## config.mk

```make
export PLATFORM = sky130hd
export DESIGN_NAME = calibration_record_validator
export DESIGN_NICKNAME = d
export VERILOG_FILES = /design/src/hdl/crv_pkg.sv /design/src/hdl/crv_in_reg.sv /design/src/hdl/crv_accum.sv /design/src/hdl/crv_check.sv /design/src/hdl/calibration_record_validator.sv
export SDC_FILE = /design/constraint.sdc
export NUM_CORES = 1
export LEC_CHECK = 0
export BUFFER_PORTS_ARGS = -buffer_cell sky130_fd_sc_hd__buf_2
export CAP_MARGIN = 10
export CORE_AREA = 3 3 131 133
export DETAILED_ROUTE_END_ITERATION = 8
export DIE_AREA = 0 0 134 136
export PLACE_DENSITY = 0.84
export SLEW_MARGIN = 20
export SYNTH_ARGS = -nofsm -noshare
export SYNTH_HDL_FRONTEND = slang
export SYNTH_SLANG_ARGS = --single-unit
```

## constraint.sdc

```tcl
create_clock -name clk_i -period 3.9 [get_ports clk_i]
set_input_delay 0 -clock clk_i [delete_from_list [all_inputs] [get_ports clk_i]]
set_output_delay 0 -clock clk_i [all_outputs]
set_load 0.05 [all_outputs]
```

## src/hdl/crv_pkg.sv

```systemverilog
// shared types, constants and the byte-wise crc-32 step for the calibration record validator
// no dependencies
package crv_pkg;

  localparam int unsigned RecBytes = 20;
  localparam int unsigned CrcBytes = 16;
  localparam int unsigned PosW     = 5;

  localparam logic [PosW-1:0] LastPos = PosW'(RecBytes - 1);

  localparam logic [31:0] CrcPoly    = 32'hedb88320;
  localparam logic [31:0] CrcInit    = 32'hffffffff;
  localparam logic [31:0] RecMagic   = 32'h41433543;
  localparam logic [15:0] RecVersion = 16'd1;
  localparam logic [15:0] RecLength  = 16'(RecBytes);

  localparam logic [7:0]  PedMin  = 8'd12;
  localparam logic [7:0]  PedMax  = 8'd28;
  localparam logic [7:0]  GainMin = 8'd1;
  localparam logic [7:0]  GainMax = 8'd4;
  localparam logic [7:0]  PolMax  = 8'd1;
  localparam logic [31:0] ClkMin  = 32'd10000000;
  localparam logic [31:0] ClkMax  = 32'd20500000;

  localparam logic [4:0]  DefPed  = 5'd20;
  localparam logic [2:0]  DefGain = 3'd2;
  localparam logic        DefPol  = 1'b0;
  localparam logic [24:0] DefClk  = 25'd20000000;

  typedef struct packed {
    logic [7:0] rec_byte;
    logic       fault;
  } item_t;

  // record as seen at its last byte
  typedef struct packed {
    logic [31:0] magic;
    logic [15:0] version;
    logic [15:0] length;
    logic [7:0]  ped;
    logic [7:0]  gain;
    logic [7:0]  pol;
    logic [31:0] clk;
    logic [31:0] stored_crc;
    logic [31:0] running_crc;
    logic        fault;
  } rec_t;

  typedef struct packed {
    logic [4:0]  ped_code;
    logic [2:0]  disc_gain;
    logic        polarity;
    logic [24:0] out_clk_hz;
    logic        from_record;
  } result_t;

  // reflected crc-32, one byte, eight shift steps
  function automatic logic [31:0] crc32_byte(logic [31:0] crc_in, logic [7:0] data);
    logic [31:0] crc;
    crc = crc_in ^ {24'd0, data};
    for (int k = 0; k < 8; k++) begin
      crc = {1'b0, crc[31:1]} ^ (CrcPoly & {32{crc[0]}});
    end
    return crc;
  endfunction

endpackage

```

## src/hdl/crv_in_reg.sv

```systemverilog
// input register stage of the calibration record validator
// depends on crv_pkg
module crv_in_reg (
  input  logic           clk_i,
  input  logic           rst_ni,
  input  logic           in_valid_i,
  output logic           in_ready_o,
  input  logic [7:0]     record_byte_i,
  input  logic           read_fault_i,
  input  logic           advance_i,
  output logic           item_valid_o,
  output crv_pkg::item_t item_o
);
  import crv_pkg::*;

  logic  valid_q, valid_d;
  item_t item_q;
  logic  load;

  assign in_ready_o = !valid_q || advance_i;
  assign load       = in_valid_i && in_ready_o;
  assign valid_d    = load || (valid_q && !advance_i);

  always_ff @(posedge clk_i or negedge rst_ni) begin
    if (!rst_ni) begin
      valid_q <= 1'b0;
    end else begin
      valid_q <= valid_d;
    end
  end

  always_ff @(posedge clk_i) begin
    if (load) begin
      item_q <= '{rec_byte: record_byte_i, fault: read_fault_i};
    end
  end

  assign item_valid_o = valid_q;
  assign item_o       = item_q;

endmodule

```

## src/hdl/crv_accum.sv

```systemverilog
// byte position, running crc and field capture for one record
// depends on crv_pkg
module crv_accum (
  input  logic           clk_i,
  input  logic           rst_ni,
  input  logic           advance_i,
  input  crv_pkg::item_t item_i,
  output logic           is_last_o,
  output crv_pkg::rec_t  rec_o
);
  import crv_pkg::*;

  logic [PosW-1:0] pos_q, pos_d;
  logic [31:0]     crc_q, crc_d;
  logic            fault_q, fault_d;
  logic [63:0]     hdr_q;
  logic [63:0]     set_q;
  logic [23:0]     chk_q;

  assign is_last_o = (pos_q == LastPos);

  always_comb begin
    pos_d   = pos_q;
    crc_d   = crc_q;
    fault_d = fault_q;
    if (advance_i) begin
      if (is_last_o) begin
        pos_d   = '0;
        crc_d   = CrcInit;
        fault_d = 1'b0;
      end else begin
        pos_d   = pos_q + 1'b1;
        fault_d = fault_q || item_i.fault;
        if (pos_q < PosW'(CrcBytes)) begin
          crc_d = crc32_byte(crc_q, item_i.rec_byte);
        end
      end
    end
  end

  always_ff @(posedge clk_i or negedge rst_ni) begin
    if (!rst_ni) begin
      pos_q   <= '0;
      crc_q   <= CrcInit;
      fault_q <= 1'b0;
    end else begin
      pos_q   <= pos_d;
      crc_q   <= crc_d;
      fault_q <= fault_d;
    end
  end

  // every byte slot is rewritten in each record, so no clearing is needed
  always_ff @(posedge clk_i) begin
    if (advance_i) begin
      if (pos_q < 5'd8) begin
        hdr_q[{pos_q[2:0], 3'b000} +: 8] <= item_i.rec_byte;
      end else if (pos_q < 5'd16) begin
        set_q[{pos_q[2:0], 3'b000} +: 8] <= item_i.rec_byte;
      end else if (!is_last_o) begin
        chk_q[{pos_q[1:0], 3'b000} +: 8] <= item_i.rec_byte;
      end
    end
  end

  // the last byte completes the stored checksum
  always_comb begin
    rec_o.magic       = hdr_q[31:0];
    rec_o.version     = hdr_q[47:32];
    rec_o.length      = hdr_q[63:48];
    rec_o.ped         = set_q[7:0];
    rec_o.gain        = set_q[15:8];
    rec_o.pol         = set_q[23:16];
    rec_o.clk         = set_q[63:32];
    rec_o.stored_crc  = {item_i.rec_byte, chk_q};
    rec_o.running_crc = crc_q;
    rec_o.fault       = fault_q || item_i.fault;
  end

endmodule

```

## src/hdl/crv_check.sv

```systemverilog
// record checks and selection between record values and defaults
// depends on crv_pkg
module crv_check (
  input  crv_pkg::rec_t    rec_i,
  output crv_pkg::result_t result_o
);
  import crv_pkg::*;

  logic ok;

  always_comb begin
    ok = !rec_i.fault
      && (rec_i.magic == RecMagic)
      && (rec_i.version == RecVersion)
      && (rec_i.length == RecLength)
      && (rec_i.stored_crc == ~rec_i.running_crc)
      && (rec_i.ped >= PedMin) && (rec_i.ped <= PedMax)
      && (rec_i.gain >= GainMin) && (rec_i.gain <= GainMax)
      && (rec_i.pol <= PolMax)
      && (rec_i.clk >= ClkMin) && (rec_i.clk <= ClkMax);

    if (ok) begin
      result_o.ped_code    = rec_i.ped[4:0];
      result_o.disc_gain   = rec_i.gain[2:0];
      result_o.polarity    = rec_i.pol[0];
      result_o.out_clk_hz  = rec_i.clk[24:0];
      result_o.from_record = 1'b1;
    end else begin
      result_o.ped_code    = DefPed;
      result_o.disc_gain   = DefGain;
      result_o.polarity    = DefPol;
      result_o.out_clk_hz  = DefClk;
      result_o.from_record = 1'b0;
    end
  end

endmodule

```

## src/hdl/calibration_record_validator.sv

```systemverilog
// channel  | handshake                 | payload
// input    | in_valid_i / in_ready_o   | record_byte_i, read_fault_i
// output   | out_valid_o / out_ready_i | ped_code_o, disc_gain_o, polarity_o,
//          |                           | out_clk_hz_o, from_record_o
//
// one byte per cycle while no untaken result stalls the last byte; a record's last byte
// passes through the input register, then its result is loaded into the result register
// rst_ni clears position, crc, fault flag and both valid flags; no clearing pass
// bytes keep flowing while a result waits; only the last byte of the next record
// stalls behind an untaken result register
// top level: depends on crv_pkg, crv_in_reg, crv_accum, crv_check
module calibration_record_validator (
  input  logic        clk_i,
  input  logic        rst_ni,
  input  logic        in_valid_i,
  output logic        in_ready_o,
  input  logic [7:0]  record_byte_i,
  input  logic        read_fault_i,
  output logic        out_valid_o,
  input  logic        out_ready_i,
  output logic [4:0]  ped_code_o,
  output logic [2:0]  disc_gain_o,
  output logic        polarity_o,
  output logic [24:0] out_clk_hz_o,
  output logic        from_record_o
);
  import crv_pkg::*;

  logic    item_valid;
  item_t   item;
  logic    is_last;
  logic    advance;
  logic    res_free;
  rec_t    rec;
  result_t result;
  logic    out_valid_q, out_valid_d;
  result_t res_q;

  assign res_free = !out_valid_q || out_ready_i;
  assign advance  = item_valid && (!is_last || res_free);

  crv_in_reg u_in_reg (
    .clk_i,
    .rst_ni,
    .in_valid_i,
    .in_ready_o,
    .record_byte_i,
    .read_fault_i,
    .advance_i    (advance),
    .item_valid_o (item_valid),
    .item_o       (item)
  );

  crv_accum u_accum (
    .clk_i,
    .rst_ni,
    .advance_i (advance),
    .item_i    (item),
    .is_last_o (is_last),
    .rec_o     (rec)
  );

  crv_check u_check (
    .rec_i    (rec),
    .result_o (result)
  );

  assign out_valid_d = (advance && is_last) || (out_valid_q && !out_ready_i);

  always_ff @(posedge clk_i or negedge rst_ni) begin
    if (!rst_ni) begin
      out_valid_q <= 1'b0;
    end else begin
      out_valid_q <= out_valid_d;
    end
  end

  always_ff @(posedge clk_i) begin
    if (advance && is_last) begin
      res_q <= result;
    end
  end

  assign out_valid_o   = out_valid_q;
  assign ped_code_o    = res_q.ped_code;
  assign disc_gain_o   = res_q.disc_gain;
  assign polarity_o    = res_q.polarity;
  assign out_clk_hz_o  = res_q.out_clk_hz;
  assign from_record_o = res_q.from_record;

endmodule

```

# Word level (Yosys, flattened, before mapping)
# Index checks and enable logic that the tools add are counted.
# totals
elab_cells	90
regBits	236
out_inout_bits	37
input_bits	13
# classes
eq_ne	5
reduce_logical	33
muxes	8
bitwise_logic	13
shift	4
add_sub_neg	3
order_cmp	9
# op_table
operator	count
$xor A31 B32 Y32	8
$bwmux W64	2
$mux W32	2
$shift A8 B8 Y64 const A	1
$shiftx A8 B8 Y64	1
$eq A32 B31 Y1 const B	1
$eq A32 B32 Y1	1
$ge A32 B24 Y1 const B	1
$le A32 B25 Y1 const B	1
$not A32 Y32	1
$xor A32 B8 Y32	1
$bwmux W24	1
$shift A8 B7 Y24 const A	1
$shiftx A8 B7 Y24	1
$eq A16 B1 Y1 const B	1
$eq A16 B5 Y1 const B	1
$logic_and A1 B1 Y1	16
$ge A8 B1 Y1 const B	1
$ge A8 B4 Y1 const B	1
$le A8 B1 Y1 const B	1
$le A8 B3 Y1 const B	1
$le A8 B5 Y1 const B	1
$neg A6 Y8	1
$neg A5 Y7	1
13 further kinds	27

# Logic depth before layout (Yosys ltp)
# Gate-level depths: netlist (run 1).
# depth
ltp_word	14
mapped_depth	9
depth_no_buf	6

# Hierarchy
# From an unflattened synthesis (run 1), not the netlist that was laid out.
# unflattened
cells_unflattened	768
area_unflattened_um2	10387.5
# modules_own_cells
module	cells_each	seq_area_each_um2	area_per_inst_um2	instances
crv_accum	516	5315.1	7643.6	1
crv_check	198	0.0	1305.0	1
calibration_record_validator	41	1076.0	1114.8	1
crv_in_reg	13	295.3	324.1	1

# Worst setup path after synthesis (run 1)
# Ideal clock, no wire load.
# synth_path
kind	register -> register
start	register u_accum.pos_q[0]
end	register res_q, in the netlist disc_gain_o[0], enable pin
synth_period_minus_slack_ps	3026
n_path_buf	0
required_time_ps	3471
setup_ps	429
t_arrival_ps	2598
stages_incl_launch_ff	5
slack_ps	874
cell_sequence	dfrtp_1 ha_1 nand3_1 o21ai_1 nor2_1
# synth_between
elab_chain_len	5
# synth_lines
element	line	source
start, declared	crv_accum.sv:13	logic [PosW-1:0] pos_q, pos_d;
start signal, assigned	crv_accum.sv:47	pos_q <= pos_d;
$eq A5 B5 Y1 *	crv_accum.sv:20	assign is_last_o = (pos_q == LastPos);
$logic_not A1 Y1	--	
$logic_or A1 B1 Y1	calibration_record_validator.sv:40	assign advance = item_valid && (!is_last || res_free);
$logic_and A1 B1 Y1	calibration_record_validator.sv:40	
$logic_and A1 B1 Y1 *	calibration_record_validator.sv:79	if (advance && is_last) begin
end signal, assigned	calibration_record_validator.sv:80	res_q <= result;
end, declared	calibration_record_validator.sv:37	result_t res_q;
# Mark *: on every way between the ends. The rest lies on a longest branch, timed or not.
# A chain may end at the register's enable or synchronous reset.

# Worst setup path after layout (run 1)
# layout_path
start	register u_accum.pos_q[0]
end	register u_accum.hdr_q[17], enable pin
# layout_between
elab_chain_len	5
word_cells_on_any_way	6
cone_classes	order compare: 1; eq/ne: 1; reduce/logical: 4
# layout_lines
element	line	source
parallel branches: the longest is 4 deep, another holds $lt A5 B4 Y1	--	
$reduce_and A2 Y1 (no source line) *	--	
end signal, assigned by index	crv_accum.sv:57	hdr_q[{pos_q[2:0], 3'b000} +: 8] <= item_i.rec_byte;
end, declared	crv_accum.sv:16	logic [63:0] hdr_q;
# Every way passes the cells marked *.

==> results.sh, run 1 <==
export IMPL_status="complete, no violations"
export IMPL_cts_resized=0
export IMPL_critical_path_max_fanout=16
export IMPL_tritoncts_num_buffers=23
export IMPL_wirelength_um=21400
export IMPL_hpwl_um=14600
export IMPL_die_width_um=134
export IMPL_die_area_um2=18200
export IMPL_drc=0
export IMPL_initial_core_util_pct=61.2
export IMPL_synthSimpleGateAreaFrac_pct=16.2
export IMPL_grtUsageTotal_pct=23.7
export IMPL_rows=46
export IMPL_fin_crit_sh_pct=84.8
export IMPL_n_fill_cell=997
export IMPL_placed_area_um2=10300
export IMPL_critPathLaunchType="register"
export IMPL_synth_seq_area_share_pct=68.5
export IMPL_leakagePower_nw=3.85
export IMPL_maxSlewHeadroom_pct=27.3
export IMPL_hold_worst_slack_ns=0.148
export IMPL_critical_path_arrival_ns=3.44
export IMPL_synthArstFlopShare_pct=17.5
export IMPL_cts_tree="yes"
export IMPL_ios=50
export IMPL_max_stage_delay_ns=0.88
export IMPL_core_area_um2=15900
export IMPL_grt_pass1_vias=5898
export IMPL_synth_top_area_cell="edfxtp_1"
export IMPL_cts_buffer_depth=3
export IMPL_antenna_found_initial=0
export IMPL_crit_type="reg -> reg"
export IMPL_powerDensity_nw_per_um2=767
export IMPL_dr_pass1_iters=5
export IMPL_ys_ff_latch=228
export IMPL_setup_tns_final_ns=0
export IMPL_avgRoutedWirePerCell_um=21.1
export IMPL_h_tree_depth=1
export IMPL_muxShareOfSynthArea_pct=0.103
export IMPL_synthFlopType="edfxtp_1"
export IMPL_grt_overflow=0
export IMPL_place_congestion=0.929
export IMPL_synth_compound_area_share_pct=4.01
export IMPL_skew_ns=0.0101
export IMPL_hold_class="in -> async"
export IMPL_crit_required_ns=4.04
export IMPL_crit_chain="ha_1 > nand3_1 > o21ai_1 > or3_1 > nor3_1"
export IMPL_synth_distinct_cells=47
export IMPL_ant_nets=0
export IMPL_viasPerCell=5.92
export IMPL_synth_area_leaders="edfxtp_1, dfstp_2, and2_1, xnor2_1, xor2_1"
export IMPL_maxCapViolations=0
export IMPL_grt_max_degree=41
export IMPL_clk_latency_ns=0.52
export IMPL_area_growth_synth_to_final_pct=14.8
export IMPL_rsz0062_at_grt="false"
export IMPL_layout_drive_gt1_share_pct=17.1
export IMPL_setup_viol=0
export IMPL_nets=802
export IMPL_dieHeight_um=136
export IMPL_slew_violations=0
export IMPL_finalPower_mw=8.60
export IMPL_fin_util_pct=70.3
export IMPL_yosysWarnings=0
export IMPL_vdd_ir_drop_max_mv=0.507
export IMPL_synth_top_area_share_pct=57.8
export IMPL_cp_end_kind="register"
export IMPL_rrSetupSlack_ns=0.59
export IMPL_final_area_um2=11200
export IMPL_port_buffers=49
export IMPL_cts_sinks=228
export IMPL_synthAdderAreaFrac_pct=0.769
export IMPL_avgSynthCellArea_um2=13.7
export IMPL_reg2reg_to="u_accum.hdr_q[17]"
export IMPL_worstMarginPinSlew_ns=1.08
export IMPL_synth_top_family_by_area="simple AND/OR/NAND/NOR gates"
export IMPL_synth_edf_count=188
export IMPL_clk_pin_slew_ns=0.06
export IMPL_reg2reg_from="u_accum.pos_q[0]"
export IMPL_r2r_cells=5
export IMPL_cts_root_buf="clkbuf_16"
export IMPL_max_freq_mhz=302
export IMPL_period_minus_slack_ns=3.31
export IMPL_synth_xor_area_share_pct=9.10
export IMPL_crit_family="simple AND/OR/NAND/NOR gates"
export IMPL_slowest_stage="nor3_1"
export IMPL_grt_pass1_wl_um=33000
export IMPL_synth_nets=730
export IMPL_syn_area_um2=9760
export IMPL_cp_buffers_inverters=0
export IMPL_syn_inst=711
export IMPL_num_vias=6024
export IMPL_drtIter0Drc=631
export IMPL_hold_viol_final=0
-- sequential cells by signal, summed over array words and instances, names as in the netlist --
name                   flops
ped_code_o                 5
polarity_o                 1
from_record_o              1
u_in_reg.item_valid_o      1
out_clk_hz_o              25
u_accum.hdr_q             64
u_accum.pos_q              5
out_valid_o                1
u_accum.fault_q            1
disc_gain_o                3
u_in_reg.item_o            9
u_accum.chk_q             24
u_accum.set_q             56
u_accum.crc_q             32
-- cell usage after synthesis, drive strengths merged, types with 2 or more instances --
cell,n
o211ai,3
and3,32
nand4,15
ha,6
o32a,2
dfrtp,8
xnor2,52
xor2,46
nand4b,2
nand2b,16
nand2,19
o21ai,8
o22ai,2
and2,79
a21boi,3
nor4bb,2
nand3,7
nor2,63
buf,5
nor4b,7
inv,4
nor3,19
edfxtp,188
nor4,16
a21oi,31
or3,4
nor2b,2
dfstp,32
clkbuf,23
-- cell usage in the layout, fill, tap and decap left out, types with 3 or more instances in the layout --
cell type      instances
a21boi_0               3
clkinv_2               4
nor2_1                60
dfstp_2               32
nand4_1               15
buf_4                 13
dlygate4sd3_1         13
nor4_1                16
nand2b_1              16
nand2_1               19
or3_1                  4
nor3_1                19
inv_1                  4
edfxtp_1             188
ha_1                   6
bufinv_16              3
o21ai_0                7
clkbuf_16             25
dfrtp_1                8
clkbuf_1               7
nand3_1                7
buf_2                 49
and3_1                32
xnor2_2                4
xnor2_1               48
a21oi_1               31
o211ai_1               3
and2_1                79
xor2_1                46
nor4b_1                7
-- through the flow --
stage               worst slack [ns]  instances
global placement               0.857        961
CTS                            0.639       1016
global route                   0.412       1016
detailed placement             0.662        961
finish                         0.591       1017
floorplan                      0.874        711
-- layer usage --
layer / global-route usage, % / share of wire, % / wire, µm
met3: 5.74 / 9.7 / 2080
met2: 38.1 / 48 / 10200
met1: 32.2 / 40 / 8520
met5: 0 / 0 / 0
met4: 8.17 / 2.9 / 623
-- kinds of logic (layout without fill, tap and decap cells) --
kind of cell,after synthesis,in the layout
AO/OA/AOI/OAI,61,61
XOR/XNOR,98,98
buffers and inverters,32,121
other,0,1
adder cells (fa/ha/maj),6,6
multiplexers,1,1
AND/OR/NAND/NOR,285,285
flip-flops,228,228
-- power by group --
part           total (mW)  internal [mW]  switching (mW)  leakage (nW)
Combinational        2.77           1.16            1.61          1.40
Sequential           3.51           3.14           0.370          2.06
Clock                2.32           1.40           0.917         0.395
-- cell type report --
type                            count  area [µm²]  share of cell area, %
Multi-Input combinational cell    451        2960                   26.4
Antenna cell                        1        2.50                 0.0223
Inverter                            4        15.0                  0.134
Clock buffer                       33         666                   5.94
Sequential cell                   228        6690                   59.6
Clock inverter                      9         139                   1.24
Tap cell                          216         270                   2.41
Timing Repair Buffer               75         473                   4.22
-- timing repair --
item	4_1_cts	5_1_grt
hold buffers	13	0
buffers inserted	0	0
hold endpoints to repair	19	0
-- worst max path at each step --
stage,depth (start not counted),end,slack (ns),startpoint
after floorplan,4,disc_gain_o[0],0.87,u_accum.pos_q[0]
after global placement,5,u_accum.hdr_q[41],0.86,u_accum.pos_q[0]
after detailed placement,5,u_accum.hdr_q[19],0.66,u_accum.pos_q[0]
after CTS,5,u_accum.hdr_q[18],0.64,u_accum.pos_q[0]
after global routing,6,u_accum.set_q[58],0.41,u_accum.pos_q[0]
final,5,u_accum.hdr_q[17],0.59,u_accum.pos_q[0]
Note: power is estimated with default switching activity, not from simulation.
==> inputs of run 2 (changes only) <==
Clock period 3.9 ns to 3.13 ns, I/O delays scaled along.
==> run 2 against run 1 <==
Clock power is 33% higher. Maximum frequency rose by 13%. Count of clock-buffer cells in the layout fell by 6. Non-clock buffer count grew 19. Cell count rose by 2.0%. Utilization is 1.4 points higher. Sequential power increased by 25%. Worst hold slack worse by 0.0080 ns. Critical path depth up 2. Total power rose by 29%. First-iteration DRC count up 22%. Critical endpoint is now out_clk_hz_o[10]. Largest cell class unchanged. Largest power group unchanged.
==> results.sh, run 2 (synthesized netlist as in run 1, its figures left out) <==
export IMPL_status="complete, no violations"
export IMPL_setup_viol=0
export IMPL_crit_family="flip-flops"
export IMPL_pwr_share_seq_pct=39.5
export IMPL_r2r_cells=7
export IMPL_hold_viol_final=0
export IMPL_grtUsageTotal_pct=25.3
export IMPL_routed_wl_met2_um=10700
export IMPL_wl_met1_um=8520
export IMPL_fin_crit_sh_pct=93.4
export IMPL_hpwl_um=15300
export IMPL_final_common_cell="edfxtp_1"
export IMPL_drc=0
export IMPL_maxSlewHeadroom_pct=30.9
export IMPL_cp_end_kind="register"
export IMPL_num_vias=6249
export IMPL_setup_tns_final_ns=0
export IMPL_critPathLaunchType="register"
export IMPL_slowest_stage="edfxtp_1"
export IMPL_rsz0062_at_grt="false"
export IMPL_dieHeight_um=136
export IMPL_maxCapViolations=0
export IMPL_rows=46
export IMPL_clkPwrFrac_pct=27.9
export IMPL_dr_pass1_iters=5
export IMPL_ant_nets=0
export IMPL_die_width_um=134
export IMPL_h_tree_depth=1
export IMPL_worst_path_stages=7
export IMPL_reg2reg_to="out_clk_hz_o[10]"
export IMPL_p_switching_mw=3.75
export IMPL_cp_startpoint="u_in_reg.item_o[3]"
export IMPL_finalPower_mw=11.1
export IMPL_clk_latency_ns=0.53
export IMPL_rrSetupSlack_ns=0.21
export IMPL_max_stage_delay_ns=0.82
export IMPL_crit_chain="xor2_1 > nand4_1 > nor4_1 > o2111ai_1 > a2111oi_4 > buf_4 > nand2b_1"
export IMPL_skew_ns=0.0299
export IMPL_port_buffers=49
export IMPL_initial_core_util_pct=61.2
export IMPL_cts_hold_buffers=13
export IMPL_worstMarginPinSlew_ns=1.03
export IMPL_powerDensity_nw_per_um2=971
export IMPL_ios=50
export IMPL_place_congestion=0.953
export IMPL_swShare_pct=33.8
export IMPL_slew_violations=0
export IMPL_leakagePower_nw=3.98
export IMPL_wirelength_um=22600
export IMPL_viasPerCell=6.03
export IMPL_period_minus_slack_ns=2.92
export IMPL_critical_path_max_fanout=26
export IMPL_cts_setup_buffers=0
export IMPL_grt_pass1_vias=6350
export IMPL_p_int_mw=7.35
export IMPL_cp_buffers_inverters=1
export IMPL_n_antenna_cell=0
export IMPL_critical_path_arrival_ns=3.19
export IMPL_crit_type="reg -> reg"
export IMPL_antenna_found_initial=0
export IMPL_drtIter0Drc=771
export IMPL_grt_max_degree=41
export IMPL_cts_resized=0
export IMPL_area_growth_synth_to_final_pct=17.1
export IMPL_avgRoutedWirePerCell_um=21.8
export IMPL_grt_overflow=0
export IMPL_cts_buffer_depth=3
export IMPL_max_freq_mhz=342
export IMPL_cts_tree="yes"
export IMPL_grt_pass1_wl_um=35100
export IMPL_vdd_ir_drop_max_mv=0.594
export IMPL_layout_drive_gt1_share_pct=20.0
export IMPL_cts_sinks=228
export IMPL_hold_class="in -> async"
export IMPL_reg2reg_from="u_in_reg.item_o[3]"
export IMPL_clk_pin_slew_ns=0.06
export IMPL_nets=822
export IMPL_top_layer="met4"
export IMPL_met3WireLength_um=2540
export IMPL_largest_reg_flops=64
export IMPL_power_frac_comb_pct=32.6
export IMPL_crit_required_ns=3.40
export IMPL_cts_root_buf="clkbuf_16"
export IMPL_final_cell_mix="edfxtp_1, and2_1, nor2_1"
export IMPL_endpoint="out_clk_hz_o[10]"
export IMPL_core_area_um2=15900
export IMPL_tritoncts_num_buffers=24
export IMPL_die_area_um2=18200
==> run 2: changes by cell type in the layout (fill, tap and decap cells not counted), sizes merged <==
cell      delta
clkbuf       -6
clkinv       +3
diode        -1
buf         +19
inv          -1
clkinvlp     +4
bufinv       +2
==> run 2: cell type report <==
cell class              count  area, µm²
inverters                   4       15.0
repair buffers             94        616
fillers                   972       4510
flip-flops and latches    228       6690
well taps                 216        270
clock inverters            17        245
clock buffers              27        642
multi-input cells         451       2960
==> run 2: through the flow <==
| stage | worst slack, ns | util [%] | hold WS, ns | cell area (µm²) | instances |
|---|---|---|---|---|---|
| after CTS | 0.228 | 71.7 | 0.168 | 11400 | 1037 |
| after global placement | 0.309 | 65.3 | 0.170 | 10400 | 980 |
| after detailed placement | 0.221 | 65.3 | 0.178 | 10400 | 980 |
| after global routing | 0.0872 | 71.7 | 0.191 | 11400 | 1037 |
| final | 0.208 | 71.7 | 0.140 | 11400 | 1037 |
| after floorplan | 0.104 | - | -0.296 | 9760 | 711 |
==> run 2: power groups by stage <==
stage                     sequential [mW]  combinational (mW)  clock, mW
after global placement               4.40                3.36          0
after global routing                 4.41                3.92       3.24
after CTS                            4.37                3.58       3.12
final                                4.39                3.62       3.09
after floorplan                      4.28                2.69          0
after detailed placement             4.42                3.48          0
==> run 2: worst min path at each step <==
stage | to | slack, ns | from
after detailed placement | u_in_reg.item_o[7] | 0.18 | record_byte_i[6]
after floorplan | out_valid_o | -0.30 | rst_ni
after global placement | out_valid_o | 0.17 | rst_ni
after global routing | u_in_reg.item_o[4] | 0.19 | record_byte_i[3]
final | u_accum.pos_q[0] | 0.14 | rst_ni
after CTS | u_accum.pos_q[2] | 0.17 | rst_ni
==> run 2: layer usage <==
layer	up-vias	GRT usage [%]
met3	67	5.66
met5	-	0
met2	397	41.3
li1	2751	-
met1	3034	33.3
met4	0	10.1
